<file path="src/sv/twlrs_pkg.sv">
// shared types and constants for the three-way largest-remainder split
package twlrs_pkg;

  localparam int NUM_CLASSES = 3;

  typedef logic [1:0] cls_t;

  // result status codes
  typedef logic [1:0] status_t;
  localparam status_t ST_OK    = 2'd0;
  localparam status_t ST_EMPTY = 2'd1;
  localparam status_t ST_SHORT = 2'd2;

  // outcome of one top-up selection
  typedef struct packed {
    logic found;
    cls_t idx;
  } pick_t;

endpackage

</file>
<file path="src/sv/twlrs_div.sv">
// restoring divider, one quotient bit per cycle
module twlrs_div #(
  parameter int DIVIDEND_W = 32,
  parameter int DIVISOR_W  = 16
) (
  input  logic                  clk,
  input  logic                  rst_n,
  input  logic                  start,
  input  logic [DIVIDEND_W-1:0] dividend,
  input  logic [DIVISOR_W-1:0]  divisor,
  output logic                  done,
  output logic [DIVIDEND_W-1:0] quotient,
  output logic [DIVISOR_W-1:0]  remainder
);

  localparam int CNT_W = $clog2(DIVIDEND_W + 1);

  logic                  busy_r;
  logic                  done_r;
  logic [CNT_W-1:0]      cnt_r;
  logic [DIVIDEND_W-1:0] quo_r, quo_nxt;
  logic [DIVISOR_W-1:0]  rem_r, rem_nxt;
  logic [DIVISOR_W:0]    trial;
  logic [DIVISOR_W:0]    diff;
  logic                  fits;

  // shift one dividend bit into the partial remainder and try a subtract
  always_comb begin
    trial   = {rem_r, quo_r[DIVIDEND_W-1]};
    diff    = trial - {1'b0, divisor};
    fits    = (trial >= {1'b0, divisor});
    quo_nxt = {quo_r[DIVIDEND_W-2:0], fits};
    rem_nxt = fits ? diff[DIVISOR_W-1:0] : trial[DIVISOR_W-1:0];
  end

  always_ff @(posedge clk) begin
    if (!rst_n) begin
      busy_r <= 1'b0;
      done_r <= 1'b0;
      cnt_r  <= '0;
    end else begin
      done_r <= 1'b0;
      if (start) begin
        busy_r <= 1'b1;
        cnt_r  <= CNT_W'(DIVIDEND_W);
      end else if (busy_r) begin
        cnt_r <= cnt_r - CNT_W'(1);
        if (cnt_r == CNT_W'(1)) begin
          busy_r <= 1'b0;
          done_r <= 1'b1;
        end
      end
    end
  end

  always_ff @(posedge clk) begin
    if (start) begin
      quo_r <= dividend;
      rem_r <= '0;
    end else if (busy_r) begin
      quo_r <= quo_nxt;
      rem_r <= rem_nxt;
    end
  end

  assign done      = done_r;
  assign quotient  = quo_r;
  assign remainder = rem_r;

endmodule

</file>
<file path="src/sv/twlrs_pick.sv">
// picks the unused class with the largest remainder, lowest index on ties
module twlrs_pick #(
  parameter int REM_W = 16
) (
  input  logic [REM_W-1:0]                  rem [twlrs_pkg::NUM_CLASSES],
  input  logic [twlrs_pkg::NUM_CLASSES-1:0] used,
  output twlrs_pkg::pick_t                  pick
);

  always_comb begin
    pick.found = 1'b0;
    pick.idx   = '0;
    for (int k = 0; k < twlrs_pkg::NUM_CLASSES; k++) begin
      if (!used[k] && (!pick.found || rem[k] > rem[pick.idx])) begin
        pick.found = 1'b1;
        pick.idx   = twlrs_pkg::cls_t'(k);
      end
    end
  end

endmodule

</file>
<file path="src/sv/three_way_largest_remainder_split.sv">
// top level of the three-way largest-remainder split
//
// usage:
//   the input channel (in_valid/in_ready) carries one item: slots wanted, pool
//   total and the three class counts. the result channel (out_valid/out_ready)
//   returns the three shares and a status code for that item.
//   one item is in flight at a time; in_ready is high only while the block
//   is empty.
// sequence:
//   each class passes through a multiply state (S_MUL), a divider load state
//   (S_LOAD) and a wait in S_DIV while the one shared divider works through
//   the 2*W dividend bits (W = min(COUNT_BITS,16)); the quotient and remainder
//   are collected as S_DIV ends. the top-up state S_TOP then adds at most one
//   slot per class. the next item can be taken in the cycle after the result
//   leaves. an empty pool skips the divisions: out_valid rises in the cycle after accept.
// reset:
//   rst_n is synchronous and active low; it empties the block and drops
//   out_valid. there is no stored state between items.
// stalls:
//   the result stays on the out_ ports until out_ready takes it; no new
//   item is taken before then.
module three_way_largest_remainder_split #(
  parameter int COUNT_BITS = 16
) (
  input  logic        clk,
  input  logic        rst_n,
  input  logic        in_valid,
  output logic        in_ready,
  input  logic [15:0] in_slots_wanted,
  input  logic [15:0] in_pool_total,
  input  logic [15:0] in_avail_class0,
  input  logic [15:0] in_avail_class1,
  input  logic [15:0] in_avail_class2,
  output logic        out_valid,
  input  logic        out_ready,
  output logic [15:0] out_share_class0,
  output logic [15:0] out_share_class1,
  output logic [15:0] out_share_class2,
  output logic [1:0]  out_status
);

  // effective count width: inputs are 16 bits, bits above COUNT_BITS ignored
  localparam int IW    = (COUNT_BITS < 16) ? COUNT_BITS : 16;
  localparam int PW    = 2 * IW;
  localparam int SUM_W = PW + 2;
  localparam int NC    = twlrs_pkg::NUM_CLASSES;
  localparam logic [PW-1:0] SHARE_LIM = {{(PW - IW){1'b0}}, {IW{1'b1}}};

  // sequencer states
  localparam logic [2:0] S_IDLE = 3'd0;
  localparam logic [2:0] S_MUL  = 3'd1;
  localparam logic [2:0] S_LOAD = 3'd2;
  localparam logic [2:0] S_DIV  = 3'd3;
  localparam logic [2:0] S_TOP  = 3'd4;
  localparam logic [2:0] S_OUT  = 3'd5;

  logic [2:0]                state_r, state_nxt;
  twlrs_pkg::cls_t           k_r;
  logic [NC-1:0]             used_r;
  twlrs_pkg::status_t        status_r;

  logic [IW-1:0]             slots_r;
  logic [IW-1:0]             total_r;
  logic [IW-1:0]             avail_r [NC];
  logic [PW-1:0]             prod_r;
  logic [PW-1:0]             share_r [NC];
  logic [IW-1:0]             rem_r   [NC];
  logic [SUM_W-1:0]          sum_r;

  logic                      in_acc;
  logic                      div_start;
  logic                      div_done;
  logic [PW-1:0]             div_quo;
  logic [IW-1:0]             div_rem;
  twlrs_pkg::pick_t          pick;
  logic                      short;
  logic [PW-1:0]             share_sat [NC];

  assign in_ready  = (state_r == S_IDLE);
  assign out_valid = (state_r == S_OUT);
  assign in_acc    = in_valid && in_ready;
  assign div_start = (state_r == S_LOAD);
  assign short     = (sum_r < SUM_W'(slots_r));

  // shared divider: product of count and slots over the pool total
  twlrs_div #(
    .DIVIDEND_W (PW),
    .DIVISOR_W  (IW)
  ) u_div (
    .clk       (clk),
    .rst_n     (rst_n),
    .start     (div_start),
    .dividend  (prod_r),
    .divisor   (total_r),
    .done      (div_done),
    .quotient  (div_quo),
    .remainder (div_rem)
  );

  // top-up choice among classes not yet topped up
  twlrs_pick #(
    .REM_W (IW)
  ) u_pick (
    .rem  (rem_r),
    .used (used_r),
    .pick (pick)
  );

  // sequencer
  always_comb begin
    state_nxt = state_r;
    unique case (state_r)
      S_IDLE: begin
        if (in_acc) begin
          // empty pool: no division at all
          state_nxt = (in_pool_total[IW-1:0] == '0) ? S_OUT : S_MUL;
        end
      end
      S_MUL:  state_nxt = S_LOAD;
      S_LOAD: state_nxt = S_DIV;
      S_DIV: begin
        if (div_done) begin
          state_nxt = (k_r == twlrs_pkg::cls_t'(NC - 1)) ? S_TOP : S_MUL;
        end
      end
      S_TOP: begin
        // one slot per cycle until the sum reaches the target or classes run out
        if (!(short && pick.found)) begin
          state_nxt = S_OUT;
        end
      end
      S_OUT: begin
        if (out_ready) begin
          state_nxt = S_IDLE;
        end
      end
      default: state_nxt = S_IDLE;
    endcase
  end

  always_ff @(posedge clk) begin
    if (!rst_n) begin
      state_r <= S_IDLE;
    end else begin
      state_r <= state_nxt;
    end
  end

  // datapath registers
  always_ff @(posedge clk) begin
    unique case (state_r)
      S_IDLE: begin
        if (in_acc) begin
          slots_r    <= in_slots_wanted[IW-1:0];
          total_r    <= in_pool_total[IW-1:0];
          avail_r[0] <= in_avail_class0[IW-1:0];
          avail_r[1] <= in_avail_class1[IW-1:0];
          avail_r[2] <= in_avail_class2[IW-1:0];
          k_r        <= '0;
          used_r     <= '0;
          sum_r      <= '0;
          for (int k = 0; k < NC; k++) begin
            share_r[k] <= '0;
            rem_r[k]   <= '0;
          end
          if (in_pool_total[IW-1:0] == '0 && in_slots_wanted[IW-1:0] != '0) begin
            status_r <= twlrs_pkg::ST_EMPTY;
          end else begin
            status_r <= twlrs_pkg::ST_OK;
          end
        end
      end
      S_MUL: begin
        prod_r <= PW'(avail_r[k_r]) * PW'(slots_r);
      end
      S_LOAD: begin
      end
      S_DIV: begin
        if (div_done) begin
          share_r[k_r] <= div_quo;
          rem_r[k_r]   <= div_rem;
          sum_r        <= sum_r + SUM_W'(div_quo);
          k_r          <= k_r + twlrs_pkg::cls_t'(1);
        end
      end
      S_TOP: begin
        if (short && pick.found) begin
          share_r[pick.idx] <= share_r[pick.idx] + PW'(1);
          used_r[pick.idx]  <= 1'b1;
          sum_r             <= sum_r + SUM_W'(1);
        end else if (short) begin
          status_r <= twlrs_pkg::ST_SHORT;
        end
      end
      S_OUT: begin
      end
      default: begin
      end
    endcase
  end

  // shares clamp to the largest count value
  always_comb begin
    for (int k = 0; k < NC; k++) begin
      share_sat[k] = (share_r[k] > SHARE_LIM) ? SHARE_LIM : share_r[k];
    end
  end

  assign out_share_class0 = 16'(share_sat[0]);
  assign out_share_class1 = 16'(share_sat[1]);
  assign out_share_class2 = 16'(share_sat[2]);
  assign out_status       = status_r;

  // the block never takes an item while holding a result
  a_no_overlap: assert property (@(posedge clk) disable iff (!rst_n)
    !(in_ready && out_valid))
    else $error("input ready while a result is pending");

  // divider only finishes while the sequencer waits for it
  a_div_done_wait: assert property (@(posedge clk) disable iff (!rst_n)
    div_done |-> (state_r == S_DIV))
    else $error("divider done outside of division wait");

  // an empty-pool result carries all-zero shares
  a_empty_zero: assert property (@(posedge clk) disable iff (!rst_n)
    (out_valid && out_status == twlrs_pkg::ST_EMPTY) |->
      (out_share_class0 == '0 && out_share_class1 == '0 && out_share_class2 == '0))
    else $error("empty pool result with nonzero share");

  // each top-up cycle marks at most one more class as used
  a_topup_once: assert property (@(posedge clk) disable iff (!rst_n)
    (state_r == S_TOP) |=> ($countones(used_r) <= $countones($past(used_r)) + 1))
    else $error("more than one class topped up in a cycle");

  // a shortfall is only flagged once every class has been topped up
  a_short_all_used: assert property (@(posedge clk) disable iff (!rst_n)
    (out_valid && out_status == twlrs_pkg::ST_SHORT) |-> (used_r == {NC{1'b1}}))
    else $error("shortfall flagged with a class still unused");

endmodule
</file>
<file path="config.mk">
export PLATFORM = sky130hd
export DESIGN_NAME = three_way_largest_remainder_split
export DESIGN_NICKNAME = d
export VERILOG_FILES = /design/src/sv/twlrs_pkg.sv /design/src/sv/twlrs_div.sv /design/src/sv/twlrs_pick.sv /design/src/sv/three_way_largest_remainder_split.sv
export SDC_FILE = /design/constraint.sdc
export NUM_CORES = 1
export LEC_CHECK = 0
export ABC_AREA = 1
export BUFFER_PORTS_ARGS = -buffer_cell sky130_fd_sc_hd__buf_2
export CAP_MARGIN = 15
export CORE_MARGIN = 4
export CORE_UTILIZATION = 30
export CTS_CLUSTER_SIZE = 8
export DETAILED_ROUTE_END_ITERATION = 10
export GPL_TIMING_DRIVEN = 1
export PLACE_DENSITY_LB_ADDON = 0.1
export SLEW_MARGIN = 20
export SYNTH_ARGS = -nofsm -noshare
export SYNTH_HDL_FRONTEND = slang
export SYNTH_HIERARCHICAL = 1
export SYNTH_SLANG_ARGS = --single-unit
</file>
<file path="constraint.sdc">
create_clock -name clk -period 6.9 [get_ports clk]
set_input_delay 0.345 -clock clk [delete_from_list [all_inputs] [get_ports clk]]
set_output_delay 0.345 -clock clk [all_outputs]
set_load 0.02 [all_outputs]
</file>
=== After elaboration in Yosys (flattened, before gate mapping) ===
Memory sizes are Yosys's and may differ from the RTL's. A register that Yosys moved wholly into a read port is not among the register bits.
Index checks and enable logic that the tools add are counted.
Widths: inputs -> output; s select.

* Register bits: 212
* RAM bits: 144
* Input port bits: 84
* Output and inout port bits: 52
* Memories: 2

{| class="wikitable"
|+ Memory list
! name !! depth !! width !! read ports !! clocked after Yosys merged registers in !! wr ports !! line !! text
|-
| share_r || 3 || 32 || 4 || 0 || 3 || three_way_largest_remainder_split.sv:66 || <nowiki>logic [PW-1:0] share_r [NC];</nowiki>
|-
| avail_r || 3 || 16 || 1 || 1 || 3 || three_way_largest_remainder_split.sv:64 || <nowiki>logic [IW-1:0] avail_r [NC];</nowiki>
|}

* Add/subtract/negate cells: 6
* Multiply operators: 1
* $lt $le $gt $ge: 13
* Eq/ne operators: 13
* Muxes and demuxes: 67
* Bitwise operators: 6
* Reductions and logical operators: 30

{| class="wikitable"
|+ Operator list
! operator !! count
|-
| $mux 16 || 9
|-
| $mux 32 || 4
|-
| $mux 34 || 3
|-
| $pmux 34 s3 || 1
|-
| $gt 32x16->1 const B || 3
|-
| $mux 48 || 2
|-
| $pmux 48 s2 || 1
|-
| $bmux 16 s2 || 2
|-
| $reduce_or 32->1 || 2
|-
| $bwmux 48 || 1
|-
| $add 34x1->34 const B || 1
|-
| $add 34x32->34 || 1
|-
| $lt 34x16->1 || 1
|-
| $mux 3 || 11
|-
| $add 32x1->32 const B || 1
|-
| $demux 16 s2 || 1
|-
| $gt 16x16->1 || 2
|-
| $mul 16x16->32 || 1
|-
| $pmux 3 s6 || 1
|-
| $ge 17x16->1 || 1
|-
| $mux 1 || 17
|-
| $logic_not 16->1 || 1
|-
| $mux 2 || 8
|-
| $reduce_bool 16->1 || 1
|-
| 32 further kinds || 60
|}

=== Depth between registers and ports, before layout ===
Gate-level depths: netlist (run 1).

* Depth after elaboration: 24
* Depth in mapped cells: 47
* Mapped depth without buffers: 45

=== By module ===
Netlist (run 1), hierarchy kept.

{| class="wikitable"
|+ By module, submodules not included
! module !! times used !! cells each !! area an instance (um2) !! sequential area each (um2)
|-
| three_way_largest_remainder_split || 1 || 3,064 || 26,351.5 || 9,979.6
|-
| twlrs_div || 1 || 506 || 3,550.9 || 1,441.4
|-
| twlrs_pick || 1 || 198 || 1,133.6 || 0.0
|}

=== Worst setup path before layout (run 1) ===
Ideal clock, no wire load.

* Kind: register to register
* From: register (tool-made name)
* To: register prod_r[26] (data pin)
* Arrival time: 5,947 ps
* Setup slack: 688 ps
* Cell stages (with the launch flop): 25
* Path buffers: 2
* Clock period less this slack: 6,212 ps
* Cells stage by stage: dfxtp_1 inv_1 clkbuf_1 buf_1 nand3_1 o21ai_1 inv_1 nand2_1 fa_1 fa_1 inv_1 fa_1 fa_1 fa_1 inv_1 fa_1 inv_1 ha_1 a21oi_1 inv_1 a21oi_1 o21ai_0 a21oi_1 o21ai_0 xor2_1

{| class="wikitable"
|+ RTL lines
! what !! line !! text
|-
| end signal, assigned || three_way_largest_remainder_split.sv:174 || <nowiki>prod_r <= PW'(avail_r[k_r]) * PW'(slots_r);</nowiki>
|-
| end, declared || three_way_largest_remainder_split.sv:65 || <nowiki>logic [PW-1:0] prod_r;</nowiki>
|}

==> results of run 1 <==
## synthesized netlist by cell type (21+ instances only)
| cell type | n | area, µm² |
|---|---|---|
| clkbuf_1 | 47 | 176 |
| mux2_2 | 32 | 360 |
| nor2_1 | 449 | 1690 |
| ha_1 | 205 | 2560 |
| o21ai_0 | 92 | 460 |
| nand3_1 | 163 | 816 |
| edfxtp_1 | 361 | 10800 |
| nor3_1 | 24 | 120 |
| a21oi_1 | 131 | 656 |
| inv_1 | 706 | 2650 |
| o21ai_1 | 21 | 105 |
| xor2_1 | 29 | 254 |
| buf_2 | 26 | 130 |
| fa_1 | 196 | 3920 |
| dfxtp_1 | 29 | 581 |
| nand2_1 | 1007 | 3780 |
## worst max-delay path, delay by kind of cell, from the launching register on
kind / cells / cell delay (ns)
AOI/OAI and AO/OA: 4 / 0.83
xor gates and xnor gates: 1 / 0.10
adders and majority gates: 7 / 3.33
buffers and inverters: 7 / 1.04
DFF: 1 / 0.35
and+or+nand+nor: 3 / 0.54
## cell families after synthesis
| family | count (synthesis) | synth area share, % |
|---|---|---|
| mux | 32 | 1.16 |
| fa+ha+maj | 401 | 20.9 |
| xor+xnor | 48 | 1.35 |
| simple gates | 1763 | 23.8 |
| buf+inv | 819 | 10.3 |
| flops | 390 | 36.8 |
| compound gates | 315 | 5.64 |
## per-stage QoR
step | worst slack (ns) | util (%) | hold WS [ns] | cell area (µm²)
floorplan | 0.688 | - | 0.443 | 31000
global placement | 0.313 | 32.9 | 0.481 | 33600
detailed placement | 0.222 | 32.9 | 0.477 | 33600
CTS | 0.213 | 35.2 | 0.162 | 36000
global route | 0.0108 | 35.2 | 0.238 | 36000
finish | 0.402 | 35.2 | 0.217 | 36000
## how the worst max path moves through the flow
stage,from,end,slack [ns],depth (start not counted)
3_5_place_dp,register,prod_r[31],0.22,24
4_1_cts,register,prod_r[31],0.21,24
3_3_place_gp,register,prod_r[31],0.31,24
6_report,register,prod_r[31],0.40,22
2_1_floorplan,register,prod_r[26],0.69,24
5_1_grt,register,prod_r[27],0.01,27
## metal layers
metal,up-vias,global-route usage (%)
li1,12400,-
met1,11900,24.9
met2,488,30.6
met3,95,2.17
met4,0,3.48
met5,-,0
## cell type report
cell class | instances | area share [%]
multi-input combinational | 2559 | 45.8
sequential | 390 | 31.7
inverter | 723 | 7.58
timing repair buffer | 294 | 5.75
tap | 1368 | 4.75
clock buffer | 78 | 4.18
clock inverter | 6 | 0.257
## state kept, by name, indices dropped and copies added, names as in the netlist, named ones only
signal and count:
share_r 128, avail_r 48, rem_r 48, sum_r 34, prod_r 32, u_div/quotient 32
slots_r 16, total_r 16, u_div/remainder 16, u_div/cnt_r 6, state_r 3, used_r 3
k_r 2, out_status 2, u_div/busy_r 1, u_div/done 1
## what timing repair did
| item | in CTS | in global routing |
|---|---|---|
| endpoints found under the setup margin | 0 | 14 |
| setup buffers | 0 | 2 |
| hold endpoints to repair | 83 | 0 |
| gates resized for setup | 0 | 5 |
| hold buffers | 81 | 0 |
==> out/qor_table.md, run 1 <==
| Item | Value |
|:---|:---|
| Clock sinks | 390 |
| First DRT Iteration DRCs | 1,480 |
| Worst Setup Start Kind | register |
| Required @ worst endpoint | 7.26 ns |
| Type of the worst min-delay path | input port to register |
| Cell Area, Synth | 0.0310 mm² |
| Endpoint of the worst hold-timing path | state_r[0] |
| Critical path peak fanout | 13 |
| Area of combinational cells with multiple inputs | 0.0165 mm² |
| Antenna Cells | 0 |
| Vias per Instance | 4.58 |
| Number of global-route vias before repair | 25,700 |
| Headroom to the max-slew limit | 26.2% |
| Final cell count without fillers | 5,418 |
| Floorplan die area | 0.109 mm² |
| Hpwl dp | 75,300 µm |
| Total CTS buffers | 56 |
| Total via count in the routed design | 24,800 |
| Most frequent standard cell in the layout excluding fill and tap cells | nand2_1 |
| DRT met1 WL | 45,600 µm |
| Mapped Nets | 4,253 |
| Cells traversed along the worst timing path | clkinvlp_4 > buf_4 > o21ai_1 > clkinv_1 > nand2_1 > fa_1 > fa_1 > fa_1 > inv_1 > fa_1 > fa_1 > inv_1 > fa_1 > inv_1 > ha_1 > inv_1 > o21ai_0 > a31oi_1 > nand2_1 > nand3_1 > o21ai_0 > xor2_1 |
| Number of flops mapped to enable cells by yosys | 361 |
| Global-route wire length before repair | 152,000 µm |
| Seq. cell area | 0.0114 mm² |
| Crit. End Element | register |
| Cell count of the worst reg-to-reg path | 22 |
| DIE WIDTH | 330 µm |
| Remaining number of nets flagged by the antenna check after routing | 0 |
| Biggest cell delay along the critical path | 0.54 ns |
| Worst Max-Slew Pin Slew | 1.09 ns |
| Total DRC errors in the routed layout | 0 |
| Result of the run | finished, final reports clean |
| Initial cell density of the core | 30.4% |
| Pin count of the biggest net entering global routing | 64 |
| Flop-to-flop setup slack | 0.40 ns |
| Sequential cell area fraction in the yosys report | 36.8% |
| Synthesized instance count | 3,768 |
| Final setup violation count | 0 |
| Commonest cells after routing, fill and taps aside | nand2_1 (1,006), inv_1 (702), nor2_1 (444) |
| Maximum clock rate | 154 MHz |
| Min-Delay Startpoint | out_ready |
| Antenna violations before repair | 2 |
| Mapped Avg Cell Area | 8.24 µm² |
| Gr ovfl total | 0 |
| Worst Hold Depth | 6 |
| Final hold violation count | 0 |
| Slowest stage cell, crit path | fa_1 |
| Top-Level Pins | 136 |
| Top routing layer used | met4 |
| Final period demand of the worst path | 6.50 ns |
| Maximum Capacitance Violations | 0 |
| Crit Reg-Reg Endpoint | prod_r[31] |
| RSZ-0062 raised after global routing | false |
| Port bufs | 135 |
| WL final | 96,600 µm |
| # rows | 117 |
| Net count reported at finish | 4,509 |
| Average wire per cell in the routed design | 17.8 µm |
| Total count of max-transition violations in the final report | 0 |
| Area added between synthesis and finish | 16.0% |
| Crit path kind | register to register |
| Pre-antenna DRT Iters | 7 |
| Clock tree from TritonCTS | yes |
| Register bit total from synthesis | 390 |
| Post-synthesis cell type count | 57 |
| Clock Root Buffer | clkbuf_16 |
| Most common flop cell mapped by yosys | edfxtp_1 |
| Most frequent cell on the critical path | fa_1 |
| Fraction of final layout cells sized beyond drive strength 1 | 9.83% |
| Skew final | 0.0405 ns |
| Amount of wire on met2 after detailed routing | 45,200 µm |
| Metal3 WL | 4190 µm |
| Core Footprint | 0.102 mm² |
| Cells after DPL | 5,251 |
| Total routing resource utilization after global routing | 18.0% |
| Final weighted congestion in routability-driven placement | 0.855 |
| Clock input transition at the sequential cells of the worst setup and hold paths | 0.06 ns |
| Setup total negative slack | 0 ns |
| Clk_lat worst skew | 0.66 ns |
| Y dimension of the die | 330 µm |
| Arr. time, crit path | 6.86 ns |
| Count of yosys warnings during synthesis | 6 |
| Ys async rst share | 0% |
| Deepest level of the CTS H-tree | 2 |
| Number of fill cells | 10,900 |
| Final worst-path cycle share | 94.2% |
| Bufs on Longest Clock Path | 3 |
Power of run 1 is left out: the tool's default activity adds up to more than one toggle a clock period on the data nets, which glitch-free logic cannot reach.
==> run 2, diff against run 1 <==
- ABC_AREA: 1 -> not set
==> run 2 against run 1 <==
Against the previous run:
- worst hold slack worse by 0.059 ns
- global-route usage is 0.94 points lower
- first-iteration DRC count is 22% lower
==> out/qor_table.md, run 2 <==
| Item | Value |
|:---|:---|
| Result of the run | finished, final reports clean |
| Largest cells by area after synthesis | edfxtp_1 (37%), fa_1 (13%), ha_1 (8.8%) |
| Initial cell density of the core | 30.2% |
| Cell Area, Synth | 0.0292 mm² |
| Fraction of synthesized area in multiplexers | 7.63% |
| Compound-gate portion of the synthesized area | 7.80% |
| Y dimension of the die | 320 µm |
| Cells after DPL | 4,168 |
| Crit path kind | register to register |
| Vias per Instance | 4.84 |
| Biggest cell delay along the critical path | 0.58 ns |
| Library cell occupying the most area in the post-synthesis netlist | edfxtp_1 |
| Total DRC errors in the routed layout | 0 |
| Clock tree from TritonCTS | yes |
| Remaining number of nets flagged by the antenna check after routing | 0 |
| Top delay family on crit path | adder cells |
| WL final | 87,600 µm |
| Commonest cells after routing, fill and taps aside | edfxtp_1 (361), inv_1 (355), nor2_1 (283) |
| Antenna violations before repair | 6 |
| Total routing resource utilization after global routing | 17.1% |
| Core Footprint | 0.0967 mm² |
| Top Registers | share_r (128), avail_r (48), rem_r (48) |
| Arr. time, crit path | 6.99 ns |
| Final setup violation count | 0 |
| Biggest register | share_r |
| Register bit total from synthesis | 390 |
| Post-placement setup slack | 0.00766 ns |
| DRT met1 WL | 40,000 µm |
| Metal3 WL | 4110 µm |
| Clock input transition at the sequential cells of the worst setup and hold paths | 0.05 ns |
| Most frequent cell on the critical path | fa_1 |
| Clock sinks | 390 |
| Top routing layer used | met5 |
| DIE WIDTH | 320 µm |
| Fraction of final layout cells sized beyond drive strength 1 | 16.5% |
| Maximum clock rate | 151 MHz |
| Count of yosys warnings during synthesis | 6 |
| Most frequent standard cell in the layout excluding fill and tap cells | edfxtp_1 |
| Area share of the leading cell type in the synthesized netlist | 37.1% |
| Headroom to the max-slew limit | 34.7% |
| Average wire per cell in the routed design | 20.1 µm |
| Global-route wire length before repair | 136,000 µm |
| Most frequent cells after synthesis | edfxtp_1 (361), inv_1 (357), nor2_1 (284) |
| Final cell count without fillers | 4,350 |
| First DRT Iteration DRCs | 1,150 |
| Worst Max-Slew Pin Slew | 0.979 ns |
| Area share of xor/xnor cells in the synthesized design | 2.87% |
| Final period demand of the worst path | 6.64 ns |
| Seq. cell area | 0.0114 mm² |
| Amount of wire on met2 after detailed routing | 41,300 µm |
| Critical path peak fanout | 8 |
| Pre-antenna DRT Iters | 5 |
| Number of flip-flops in the largest register | 128 |
| Skew final | 0.0417 ns |
| Post-route worst setup slack | 0.256 ns |
| Deepest level of the CTS H-tree | 2 |
| Count of buffering cells on the critical path with inverters included | 7 |
| Most common flop cell mapped by yosys | edfxtp_1 |
| Mapped Nets | 3,226 |
| Adder and majority cell fraction of the synthesized area | 22.2% |
| Largest family of logic cells by synthesized area | adder cells |
| Antenna Cells | 0 |
| Ys async rst share | 0% |
| Final worst-path cycle share | 96.3% |
| Number of global-route vias before repair | 22,500 |
| Number of fill cells | 9,697 |
| Synthesized instance count | 2,741 |
| Area of combinational cells with multiple inputs | 0.0162 mm² |
| Hpwl dp | 66,900 µm |
| Final hold violation count | 0 |
| Total count of max-transition violations in the final report | 0 |
| Simple-gate area share of the yosys netlist | 14.2% |
| Clock Root Buffer | clkbuf_16 |
| Mapped Avg Cell Area | 10.7 µm² |
| Top-Level Pins | 136 |
| Final weighted congestion in routability-driven placement | 0.849 |
| Min Hold Slack | 0.158 ns |
| Net count reported at finish | 3,531 |
| Clk_lat worst skew | 0.64 ns |
| Area added between synthesis and finish | 18.9% |
| Crit. End Element | register |
| Sequential cell area fraction in the yosys report | 39.0% |
| Maximum Capacitance Violations | 0 |
| Post-synthesis cell type count | 85 |
| Required @ worst endpoint | 7.24 ns |
| Total via count in the routed design | 21,000 |
| Gr ovfl total | 0 |
| Port bufs | 135 |
| # rows | 114 |
| Total CTS buffers | 56 |
| Number of flops mapped to enable cells by yosys | 361 |
| Most repeated cell in the gate-level netlist after synthesis | edfxtp_1 |
| Floorplan die area | 0.103 mm² |
| Slowest stage cell, crit path | fa_1 |
| Bufs on Longest Clock Path | 3 |
| Type of the worst min-delay path | input port to register |
| Pin count of the biggest net entering global routing | 73 |
| Worst Setup Start Kind | register |
-- run 2: what timing repair did --
action,4_1_cts,5_1_grt
hold buffers,81,0
pin swaps,0,25
setup buffers,0,15
hold endpoints to repair,82,0
setup endpoints to repair,1,9
resized for setup,1,35
-- run 2: per-layer routing --
metal  track usage, %  vias to the layer above
met5                0                        -
met4             4.54                        2
met3             2.49                      115
met2             28.6                      475
met1             23.2                    10500
li1                 -                     9953
-- run 2: final timing paths --
| check | startpoint | endpoint | slack, ns | depth (start not counted) |
|---|---|---|---|---|
| worst max-delay path | register | prod_r[31] | 0.26 | 25 |
| worst min-delay path | in_valid | state_r[0] | 0.16 | 4 |
| worst max register to register | register | prod_r[31] | 0.26 | 25 |
| worst min register to register | u_div/cnt_r[0] | u_div/cnt_r[0] | 0.49 | 2 |
-- run 2: cells by family (layout without fill, tap and decap cells) --
logic type,Yosys count,count (layout)
buf+inv,467,800
fa+ha+maj,401,401
xor+xnor,96,96
simple gates,872,872
mux,178,178
compound gates,337,337
flops,390,390
-- run 2: final cells by class --
class,count,share of cell area (%)
Tap cell,1276,4.59
Sequential cell,390,32.8
Clock buffer,80,4.29
Clock inverter,6,0.281
Timing Repair Buffer,357,7.57
Inverter,357,3.86
Multi-Input combinational cell,1884,46.6
-- run 2: per-stage QoR --
step / util [%] / setup TNS [ns] / instance area [µm²]
floorplan: - / 0 / 29300
global placement: 33.2 / 0 / 32100
detailed placement: 33.2 / 0 / 32100
CTS: 35.7 / 0 / 34500
global route: 36.0 / -0.0255 / 34800
finish: 36.0 / 0 / 34800
-- run 2: worst min-delay path, stage by stage --
cell and delay [ns]:
buf_2 0.10, o41a_1 0.14, o21ai_0 0.08, nor2b_1 0.09
Power of run 2 is left out for the same reason.
